$ cat src/design/uapi_pkg.sv
// Shared types, constants and helper functions for the arc pose interpolator.
package uapi_pkg;

   localparam int SUBSTEPS = 5;
   localparam int J_W = (SUBSTEPS > 1) ? $clog2(SUBSTEPS) : 1;

   localparam int POS_W  = 32;
   localparam int HEAD_W = 16;
   localparam int SPD_W  = 16;

   localparam int MAG_W  = 22;
   localparam int H_W    = 21;
   localparam int ANG_W  = 21;
   localparam int HSUM_W = 19;
   localparam int HWR_W  = 20;
   localparam int RED_W  = 19;
   localparam int Z_W    = 19;
   localparam int CS_W   = 32;

   localparam int CORDIC_STEPS = 16;
   localparam int CORDIC_LAT   = CORDIC_STEPS + 3;

   localparam int NPROD_W = 49;
   localparam int U_W     = NPROD_W - 14;
   localparam int D_W     = 16;
   localparam int QW      = 23;
   localparam int LEN_W   = QW + 1;
   localparam int PROD_W  = LEN_W + CS_W;
   localparam int DX_W    = PROD_W - 30;

   localparam int FQ_DEPTH = 2;
   localparam int FQ_PTR_W = (FQ_DEPTH > 1) ? $clog2(FQ_DEPTH) : 1;
   localparam int FQ_CNT_W = $clog2(FQ_DEPTH + 1);

   localparam int PI_Q16      = 205887;
   localparam int TWO_PI_Q16  = 411775;
   localparam int HALF_PI_Q16 = 102944;
   localparam int PI_Q13      = 25736;
   localparam int TWO_PI_Q13  = 51472;
   localparam int CORDIC_GAIN = 652032874;
   localparam longint ROUND_Q30 = 64'sd536870912;

   // pipeline stage numbers in the back end
   localparam int ST_H     = 3;
   localparam int ST_A_OUT = ST_H + CORDIC_LAT;
   localparam int ST_N     = ST_A_OUT + 1;
   localparam int ST_U     = ST_N + 1;
   localparam int ST_Q     = ST_U + QW;
   localparam int ST_LEN   = ST_Q + 1;
   localparam int ST_B_IN  = ST_LEN - CORDIC_LAT;
   localparam int ST_PROD  = ST_LEN + 1;
   localparam int ST_DX    = ST_PROD + 1;

   typedef struct packed {
      logic signed [POS_W-1:0]  px;
      logic signed [POS_W-1:0]  py;
      logic signed [HEAD_W-1:0] hd;
      logic signed [SPD_W-1:0]  v;
      logic signed [SPD_W-1:0]  w;
      logic                     str;
   } item_type;

   typedef struct packed {
      logic signed [SPD_W-1:0] v;
      logic signed [SPD_W-1:0] w;
      logic                    str;
      logic signed [H_W-1:0]   lstr;
      logic signed [H_W-1:0]   h;
      logic signed [ANG_W-1:0] phi;
   } arc_type;

   typedef struct packed {
      logic signed [POS_W-1:0]  px;
      logic signed [POS_W-1:0]  py;
      logic signed [HSUM_W-1:0] head;
      logic                     last;
   } meta_type;

   // floor(x/5), exact for x below 2^22
   function automatic logic [19:0] div5(input logic [MAG_W-1:0] x);
      logic [43:0] p;
      p = 44'(x) * 44'd3355444;
      return p[43:24];
   endfunction

   function automatic logic signed [Z_W-1:0] atan_q16(input int i);
      case (i)
         0:       return Z_W'(51472);
         1:       return Z_W'(30385);
         2:       return Z_W'(16055);
         3:       return Z_W'(8150);
         4:       return Z_W'(4091);
         5:       return Z_W'(2047);
         6:       return Z_W'(1024);
         7:       return Z_W'(512);
         8:       return Z_W'(256);
         9:       return Z_W'(128);
         10:      return Z_W'(64);
         11:      return Z_W'(32);
         12:      return Z_W'(16);
         13:      return Z_W'(8);
         14:      return Z_W'(4);
         15:      return Z_W'(2);
         default: return Z_W'(0);
      endcase
   endfunction

endpackage

$ cat src/design/uapi_front.sv
// Front end: input transaction queue, classifies straight versus arc motion.
module uapi_front import uapi_pkg::*; (
   input  logic                     clock,
   input  logic                     reset,
   input  logic                     req_valid,
   output logic                     req_stall,
   input  logic signed [POS_W-1:0]  req_pose_x,
   input  logic signed [POS_W-1:0]  req_pose_y,
   input  logic signed [HEAD_W-1:0] req_pose_heading,
   input  logic signed [SPD_W-1:0]  req_lin_speed,
   input  logic signed [SPD_W-1:0]  req_ang_speed,
   output logic                     q_valid,
   output item_type                 q_item,
   input  logic                     q_pop
);

   item_type              fifo_ff [FQ_DEPTH];
   logic [FQ_PTR_W-1:0]   wr_ptr_ff;
   logic [FQ_PTR_W-1:0]   rd_ptr_ff;
   logic [FQ_CNT_W-1:0]   cnt_ff;
   logic                  push;
   logic                  pop;
   item_type              item_in;

   assign req_stall = (cnt_ff == FQ_CNT_W'(FQ_DEPTH));
   assign push      = req_valid && !req_stall;
   assign q_valid   = (cnt_ff != '0);
   assign pop       = q_pop && q_valid;
   assign q_item    = fifo_ff[rd_ptr_ff];

   always_comb begin
      item_in.px  = req_pose_x;
      item_in.py  = req_pose_y;
      item_in.hd  = req_pose_heading;
      item_in.v   = req_lin_speed;
      item_in.w   = req_ang_speed;
      item_in.str = (req_ang_speed == '0);
   end

   always_ff @(posedge clock) begin
      if (reset) begin
         wr_ptr_ff <= '0;
         rd_ptr_ff <= '0;
         cnt_ff    <= '0;
      end else begin
         if (push) begin
            wr_ptr_ff <= (wr_ptr_ff == FQ_PTR_W'(FQ_DEPTH - 1)) ? '0 : wr_ptr_ff + 1'b1;
         end
         if (pop) begin
            rd_ptr_ff <= (rd_ptr_ff == FQ_PTR_W'(FQ_DEPTH - 1)) ? '0 : rd_ptr_ff + 1'b1;
         end
         if (push && !pop) begin
            cnt_ff <= cnt_ff + 1'b1;
         end else if (pop && !push) begin
            cnt_ff <= cnt_ff - 1'b1;
         end
      end
   end

   always_ff @(posedge clock) begin
      if (push) begin
         fifo_ff[wr_ptr_ff] <= item_in;
      end
   end

endmodule

$ cat config.mk
export PLATFORM = sky130hd
export DESIGN_NAME = uapi_front
export DESIGN_NICKNAME = d
export VERILOG_FILES = /design/src/design/uapi_pkg.sv /design/src/design/uapi_front.sv
export SDC_FILE = /design/constraint.sdc
export NUM_CORES = 1
export LEC_CHECK = 0
export BUFFER_PORTS_ARGS = -buffer_cell sky130_fd_sc_hd__buf_2
export CORE_MARGIN = 2
export CORE_UTILIZATION = 45
export CTS_BUF_LIST = sky130_fd_sc_hd__clkbuf_4
export DETAILED_ROUTE_END_ITERATION = 10
export PLACE_DENSITY_LB_ADDON = 0.25
export SYNTH_ARGS = -nofsm -noshare
export SYNTH_HDL_FRONTEND = slang
export SYNTH_SLANG_ARGS = --single-unit
$ cat constraint.sdc
create_clock -name clock -period 4.4 [get_ports clock]
set_clock_uncertainty 0.2 [all_clocks]
set_input_delay 0.22 -clock clock [delete_from_list [all_inputs] [get_ports clock]]
set_output_delay 0.22 -clock clock [all_outputs]
set_load 0.01 [all_outputs]
-- After elaboration in Yosys (flattened, before gate mapping)
Memory sizes are Yosys's and may differ from the RTL's. A register that Yosys moved wholly into a read port is not among the register bits.
Cells that the tools add are included.
- RAM bits: 226
- output and inout port bits: 115
- bits of input ports: 116
- bits in read-only memories: 0
- word-level logic and storage cells: 27
- memories: 1
- bits in latches: 0
- register bits: 4
- memory list (memory ; words ; bits a word ; rd ports ; clocked after memory_dff ; wr ports ; RTL line ; RTL):
    fifo_ff ; 2 ; 113 ; 1 ; 1 ; 1 ; uapi_front.sv:17 ; item_type fifo_ff [FQ_DEPTH];
- mux-type cells: 8
- shift operators: 0
- bitwise logic cells: 0
- eq/ne operators: 1
- add/sub/neg operators: 4
- order comparisons: 0
- $mul: 0
- reductions and logical operators: 10
- div/mod/pow operators: 0
- operators by type and width (kind ; number):
    logical NOT 16 bit ; 1
    two-way mux 1 bit ; 6
    logical AND 1 bit ; 4
    two-way mux 2 bit ; 2
    nonzero test 2 bit ; 2
    logical NOT 1 bit ; 3
    adder 1 bit (second input constant) ; 2
    adder 2 x 1 -> 2 bit (second input constant) ; 1
    == test 2 bit (second input constant) ; 1
    subtractor 2 x 1 -> 2 bit (second input constant) ; 1

-- Longest topological paths before layout
Gate-level depths: netlist of the first run.
- depth in word-level cells: 7
- depth in mapped cells: 6
- mapped depth without buffers: 6

-- Worst setup path after synthesis of the first run
OpenSTA, ideal clock, no wires.
- path kind: reg-to-reg
- from: register cnt_ff[1]
- to: memory fifo_ff[1][0] (netlist name), enable pin
- cell stages (with the launch flop): 4
- library setup time: 0.485 ns
- required time: 3.715 ns
- slack: 0.480 ns
- path buffers: 0
- period minus slack after synthesis: 3.920 ns
- data arrival time: 3.235 ns
- path through: dfxtp_1 > nor2b_2 > nor2_1 > and2_1
- longest elaborated chain between the ends: 5
- ends and longest elaborated chain (element ; RTL line ; RTL):
    from (decl) ; uapi_front.sv:20 ; logic [FQ_CNT_W-1:0] cnt_ff;
    from (signal assigned) ; uapi_front.sv:53 ; cnt_ff <= cnt_ff + 1'b1;
    from (signal assigned) ; uapi_front.sv:55 ; cnt_ff <= cnt_ff - 1'b1;
    == test 2 bit ; uapi_front.sv:25 ; assign req_stall = (cnt_ff == FQ_CNT_W'(FQ_DEPTH));
    via req_stall ; uapi_front.sv:6 ; output logic req_stall,
    logical NOT 1 bit ; uapi_front.sv:26 ; assign push = req_valid && !req_stall;
    logical AND 1 bit ; uapi_front.sv:26 ;
    two-way mux 1 bit ; uapi_front.sv:61 ; if (push) begin
    two-way mux 1 bit (implied by the code) ; uapi_front.sv:62 ; fifo_ff[wr_ptr_ff] <= item_in;
    to (decl) ; uapi_front.sv:17 ;
The timed path passes the listed nets, and every way through them passes these cells.

==> flow_metrics.env, run 1 <==
export IMPL_hold_depth=2
export IMPL_irDropWorstVdd_uv=381
export IMPL_synth_seq_cells=231
export IMPL_design_area_um2=12000
export IMPL_fp_row_count=50
export IMPL_synthCells=382
export IMPL_fin_tns_setup_ns=0
export IMPL_grt_start_max_net_pins=59
export IMPL_p_switching_mw=1.70
export IMPL_gp_congestion=0.762
export IMPL_die_w_um=143
export IMPL_finalCritPeriodShare_pct=66.5
export IMPL_reg2regPathDepth=4
export IMPL_cts_buffer_depth=3
export IMPL_grt_pass1_wl_um=27000
export IMPL_relSlewSlack_pct=45.2
export IMPL_reg2reg_to="fifo_ff[0][89]"
export IMPL_slew_violations=0
export IMPL_dieArea_um2=20500
export IMPL_cts_buffers=57
export IMPL_hold_viol=0
export IMPL_yosys_warnings=0
export IMPL_hold_path_class="input pin to flip-flop"
export IMPL_mappedNetlistArea_um2=8700
export IMPL_insertion_delay_ns=0.64
export IMPL_dr_pass1_iters=4
export IMPL_worst_r2r_setup_slack_ns=1.80
export IMPL_avgViaCountPerCell=4.70
export IMPL_cp_slowest_cell="dfxtp_4"
export IMPL_root_buffer="clkbuf_4"
export IMPL_p_int_mw=4.51
export IMPL_fmax_mhz=342
export IMPL_end_kind="output port"
export IMPL_p_leak_nw=4.71
export IMPL_nets=896
export IMPL_status="finished clean"
export IMPL_synth_top_cell_area_share_pct=78.0
export IMPL_setup_worst_path_end="q_item[90]"
export IMPL_wirelength_um=17700
export IMPL_final_common_cell="buf_2"
export IMPL_seqPwrFrac_pct=46.6
export IMPL_routedWlPerCell_um=16.5
export IMPL_path_class="flip-flop to output port"
export IMPL_avgSynthCellArea_um2=22.8
export IMPL_p_comb_share_pct=26.9
export IMPL_synth_area_leaders="edfxtp_1, mux2_4, mux2_2"
export IMPL_cp_max_fo=43
export IMPL_post_cts_buffers=0
export IMPL_antenna_found_initial=0
export IMPL_pwr_share_clk_pct=26.5
export IMPL_grt_setup_unrepaired="false"
export IMPL_critPathMaxStageDelay_ns=0.78
export IMPL_track_usage_pct=17.0
export IMPL_htreeDepth=2
export IMPL_synth_area_leader_cell="edfxtp_1"
export IMPL_startpoint_type="flip-flop"
export IMPL_final_cell_mix="buf_2, edfxtp_1, dlygate4sd3_1"
export IMPL_vias=5031
export IMPL_cts_tree="built"
export IMPL_worst_pin_slew_ns=0.822
export IMPL_maxCapViolations=0
export IMPL_dpl_instance_area_um2=10100
export IMPL_drc_errors=0
export IMPL_syn_num_nets=499
export IMPL_grt_overflow_total=0
export IMPL_p_per_area_nw_per_um2=520
export IMPL_swShare_pct=27.4
export IMPL_synth_distinct_cells=19
export IMPL_cp_data_required_time_ns=3.98
export IMPL_path_clk_slew_ns=0.07
export IMPL_period_needed_ns=2.93
export IMPL_ioPinCount=231
export IMPL_coreArea_um2=18800
export IMPL_final_antenna_net_count=0
export IMPL_ys_seq_area_share_pct=79.1
export IMPL_drive_gt1_share_pct=54.4
export IMPL_synthToLayoutAreaGrowth_pct=37.4
export IMPL_setup_viol=0
export IMPL_io_buffers=230
export IMPL_crit_arrival_ns=2.51
export IMPL_timing_rr_start="cnt_ff[1]"
export IMPL_grt_pass1_vias=5576
export IMPL_die_y_um=143
export IMPL_drt_iter0_markers=219
export IMPL_cts_num_sinks=231
export IMPL_hpwlAfterDp_um=10500
export IMPL_crit_path_cell_trace="buf_4 > mux2_2 > buf_2"
export IMPL_initial_utilization_pct=46.2
area by class of cell:
type	count	area, um^2
flip-flops and latches	231	6890
clock buffers	87	653
repair buffers	351	2370
inverters	2	10.0
diodes	1	2.50
fillers	1360	6880
multi-input cells	136	1680
clock inverters	3	11.3
well taps	260	325
metrics by stage:
stage | setup WS, ns | util, % | hold slack (ns) | power [mW] | cells
after global routing | 1.31 | 63.5 | 0.0301 | 6.55 | 1070
after global placement | 1.89 | 53.8 | 0.207 | 4.50 | 864
final | 1.47 | 63.5 | 0.100 | 6.22 | 1071
after floorplan | 0.480 | - | 0.0891 | 4.02 | 382
after detailed placement | 1.79 | 53.8 | 0.211 | 4.54 | 864
after CTS | 1.39 | 63.5 | 0.0308 | 6.29 | 1070
repair_timing:
item / 4_1_cts / 5_1_grt
gates resized for setup: 0 / 0
hold buffers: 116 / 0
endpoints found under the hold margin: 231 / 0
per-layer routing:
metal	GRT usage (%)	wire length [um]
met1	19.2	7140
met2	29.3	8590
met3	6.87	1680
met4	5.94	261
met5	0	0
worst max-delay path, delay by kind of cell, from the launching register on:
kind	cells	cell delay [ns]
flops	1	0.78
buf+inv	2	0.66
mux	1	0.39
state kept, by name, indices dropped and copies added, names as in the netlist, named ones only:
register / flops
fifo_ff: 226
rd_ptr_ff: 1
wr_ptr_ff: 1
cnt_ff: 2
cell families (layout without fill, tap and decap cells):
family                   after synthesis  in the layout  synth area share (%)
AND/OR/NAND/NOR                       14             14                 0.949
flip-flops                           231            231                  79.1
adder cells (fa/ha/maj)                1              1                 0.144
XOR/XNOR                               3              3                 0.302
AO/OA/AOI/OAI                          5              5                 0.288
buffers and inverters                 15            443                  1.52
other                                  0              1                     0
multiplexers                         113            113                  17.6
Yosys cell counts:
| cell | number |
|---|---|
| and4_1 | 1 |
| buf_2 | 4 |
| ha_1 | 1 |
| buf_6 | 8 |
| xor2_1 | 3 |
| nor2_1 | 4 |
| inv_1 | 2 |
| dfxtp_1 | 5 |
| mux2_4 | 70 |
| mux2_2 | 43 |
| or2_2 | 1 |
| a21oi_1 | 2 |
| nor2b_2 | 1 |
| or3_1 | 2 |
| o21ai_0 | 3 |
| nor4_1 | 4 |
| and2_1 | 1 |
| edfxtp_1 | 226 |
| buf_8 | 1 |
power by group through the flow:
stage | sequential, mW | clock (mW) | combinational, mW
after detailed placement | 2.95 | 0 | 1.59
after CTS | 2.90 | 1.70 | 1.69
final | 2.90 | 1.65 | 1.67
after floorplan | 2.89 | 0 | 1.13
after global placement | 2.93 | 0 | 1.57
after global routing | 2.93 | 1.83 | 1.80
how the worst min path moves through the flow:
stage / start / end / slack (ns)
floorplan: reset / cnt_ff[1] / 0.09
global placement: req_pose_x[18] / fifo_ff[0][99] / 0.21
detailed placement: req_lin_speed[9] / fifo_ff[1][26] / 0.21
CTS: req_pose_x[22] / fifo_ff[0][103] / 0.03
global route: req_pose_x[22] / fifo_ff[0][103] / 0.03
finish: req_pose_x[22] / fifo_ff[0][103] / 0.1
(Power assumes the default switching activity.)
==> inputs of run 2 (changes only) <==
- clock period: 4.4 -> 2.5 ns (I/O delays scaled with it)
==> run 2 against run 1 <==
Compared with the run above: synthesized cell count unchanged; synthesized area unchanged; the run now fails in clock tree synthesis.
==> flow_metrics.env, run 2 <==
export IMPL_yosys_area_share_simple_pct=0.949
export IMPL_stop_stage="clock tree synthesis"
export IMPL_post_cts_buffers=0
export IMPL_die_w_um=143
export IMPL_avgSynthCellArea_um2=22.8
export IMPL_synth_compound_area_share_pct=0.288
export IMPL_synth_area_leaders="edfxtp_1, mux2_4, mux2_2"
export IMPL_tool_error="[ERROR RSZ-0060] Max buffer count reached."
export IMPL_synthMuxAreaShare_pct=17.6
export IMPL_synth_flop_cell="edfxtp_1"
export IMPL_htreeDepth=2
export IMPL_cts_buffers=58
export IMPL_synth_top_family_by_area="multiplexers"
export IMPL_synthArstFlopShare_pct=0
export IMPL_synth_seq_cells=231
export IMPL_root_buffer="clkbuf_4"
export IMPL_yosys_warnings=0
export IMPL_synth_top_cell_area_share_pct=78.0
export IMPL_status="stopped before the end"
export IMPL_hold_buffers=195
export IMPL_syn_num_nets=499
export IMPL_ioPinCount=231
export IMPL_synth_common_cells="edfxtp_1, mux2_4, mux2_2, buf_6, dfxtp_1"
export IMPL_hpwlAfterDp_um=10700
export IMPL_synth_edff_count=226
export IMPL_io_buffers=230
export IMPL_synth_distinct_cells=19
export IMPL_cts_resized=0
export IMPL_die_y_um=143
export IMPL_synth_xor_area_share_pct=0.302
export IMPL_initial_utilization_pct=46.2
export IMPL_ys_seq_area_share_pct=79.1
export IMPL_cts_buffer_depth=3
export IMPL_post_synth_top_count_cell="edfxtp_1"
export IMPL_synth_area_leader_cell="edfxtp_1"
export IMPL_dpl_cell_count=869
export IMPL_cts_num_sinks=231
export IMPL_fp_row_count=50
export IMPL_yosys_area_share_adder_pct=0.144
export IMPL_mappedNetlistArea_um2=8700
export IMPL_synthCells=382
export IMPL_gp_congestion=0.747
==> run 2: kinds of logic after synthesis <==
family,after synthesis
adders and majority gates,1
buffers and inverters,15
and+or+nand+nor,14
xor gates and xnor gates,3
DFF,231
muxes,113
AOI/OAI and AO/OA,5
==> run 2: metrics by stage <==
step	cell area, um^2	setup TNS, ns	hold slack (ns)	setup WS [ns]
2_1_floorplan	8720	-45.02	-0.0133	-0.398
3_3_place_gp	10200	0	0.112	0.543
3_5_place_dp	10200	0	0.116	0.499
==> inputs of run 3 (changes only) <==
- CORE_UTILIZATION: 45 -> 30
- CTS_BUF_LIST: sky130_fd_sc_hd__clkbuf_4 -> unset
- PLACE_DENSITY_LB_ADDON: 0.25 -> 0.15
- clock period: 2.5 -> 3.25 ns (I/O delays scaled with it)
==> run 3 against run 2 <==
Compared with the run above: the run now ends clean.
==> flow_metrics.env, run 3 (synthesis results as in run 1) <==
export IMPL_irDropWorstVdd_uv=396
export IMPL_grt_overflow_total=0
export IMPL_relSlewSlack_pct=56.1
export IMPL_min_to="fifo_ff[1][99]"
export IMPL_hold_buffers=116
export IMPL_largest_register_ffs=226
export IMPL_status="finished clean"
export IMPL_cts_num_sinks=231
export IMPL_startpoint_type="flip-flop"
export IMPL_cts_buffer_depth=3
export IMPL_timing_rr_start="cnt_ff[0]"
export IMPL_crit_arrival_ns=2.22
export IMPL_drt_iter0_markers=192
export IMPL_fp_row_count=62
export IMPL_coreArea_um2=28600
export IMPL_drc_errors=0
export IMPL_vias=4869
export IMPL_nets=866
export IMPL_fmax_mhz=387
export IMPL_gp_congestion=0.749
export IMPL_slew_violations=0
export IMPL_cts_tree="built"
export IMPL_wirelength_um=18600
export IMPL_routedWlPerCell_um=16.1
export IMPL_end_kind="output port"
export IMPL_grt_pass1_wl_um=28900
export IMPL_hpwlAfterDp_um=12000
export IMPL_initial_utilization_pct=30.4
export IMPL_root_buffer="clkbuf_16"
export IMPL_cp_max_fo=51
export IMPL_worst_r2r_setup_slack_ns=1.09
export IMPL_critPathMaxStageDelay_ns=0.74
export IMPL_insertion_delay_ns=0.52
export IMPL_worst_pin_slew_ns=0.658
export IMPL_path_clk_slew_ns=0.06
export IMPL_reg2regPathDepth=4
export IMPL_reg2reg_to="fifo_ff[1][102]"
export IMPL_final_common_cell="buf_2"
export IMPL_grt_setup_unrepaired="false"
export IMPL_drive_gt1_share_pct=50.3
export IMPL_reg_top3="fifo_ff x226, cnt_ff x2"
export IMPL_synthToLayoutAreaGrowth_pct=41.2
export IMPL_die_y_um=174
export IMPL_track_usage_pct=11.9
export IMPL_htreeDepth=1
export IMPL_cts_buffers=26
export IMPL_die_w_um=174
export IMPL_final_antenna_net_count=0
export IMPL_p_leak_nw=4.70
export IMPL_period_needed_ns=2.59
export IMPL_p_per_area_nw_per_um2=727
export IMPL_dr_pass1_iters=4
export IMPL_setup_viol=0
export IMPL_cp_slowest_cell="dfxtp_4"
export IMPL_hold_start="req_pose_x[18]"
export IMPL_crit_path_cell_trace="buf_12 > mux2_2 > buf_2"
export IMPL_avgViaCountPerCell=4.21
export IMPL_finalCritPeriodShare_pct=79.6
export IMPL_cts_resized=0
export IMPL_hold_viol=0
export IMPL_cp_data_required_time_ns=2.89
export IMPL_hold_depth=2
export IMPL_grt_start_max_net_pins=76
export IMPL_regMostFlops="fifo_ff"
export IMPL_hold_slack_ns=0.163
export IMPL_post_cts_buffers=0
export IMPL_io_buffers=230
export IMPL_maxCapViolations=0
export IMPL_grt_pass1_vias=5384
export IMPL_ioPinCount=231
export IMPL_final_cell_mix="buf_2, edfxtp_1, dlygate4sd3_1"
export IMPL_dieArea_um2=30400
export IMPL_fin_tns_setup_ns=0
export IMPL_hold_path_class="input pin to flip-flop"
export IMPL_antenna_found_initial=3
export IMPL_path_class="flip-flop to output port"
-- run 3: area by class of cell --
cell class	instances	area, um^2
flip-flops and latches	231	6890
well taps	384	480
inverters	2	11.3
repair buffers	352	2420
clock buffers	33	698
clock inverters	15	91.3
multi-input cells	136	1680
fillers	2582	16300
diodes	3	7.51
-- run 3: worst max path at each step --
stage	end	slack, ns	cells past startpoint
final	q_item[7]	0.66	3
after detailed placement	fifo_ff[1][99]	1.08	4
after global placement	fifo_ff[1][110]	1.17	4
after global routing	q_item[8]	0.55	3
after floorplan	fifo_ff[0][0]	0.24	3
after CTS	q_item[99]	0.60	3
-- run 3: power by group --
| group | switching (mW) | total (mW) | internal [mW] |
|---|---|---|---|
| logic | 1.12 | 2.32 | 1.20 |
| clock network | 1.11 | 2.69 | 1.59 |
| registers | 0.174 | 3.92 | 3.75 |
-- run 3: per-stage QoR --
stage                     std cells  area [um^2]  utilization (%)  setup WS, ns  total power, mW
after CTS                      1153        12300             42.9         0.598             9.11
after global routing           1155        12300             42.9         0.547             9.37
after floorplan                 382         8710                -         0.245             5.42
after global placement          989        10300             36.1          1.17             6.18
after detailed placement        989        10300             36.1          1.08             6.23
final                          1156        12300             42.9         0.663             8.93
-- run 3: worst max-delay path: cells and delay by family (launching register included) --
kind                   cells  cell delay [ns]
muxes                      1             0.39
DFF                        1             0.74
buffers and inverters      2             0.52
-- run 3: metal layers --
| metal | track usage [%] | share of wire [%] |
|---|---|---|
| met1 | 15.4 | 44 |
| met2 | 18.9 | 45 |
| met3 | 4.31 | 9.1 |
| met4 | 3.36 | 2.2 |
| met5 | 0 | 0 |
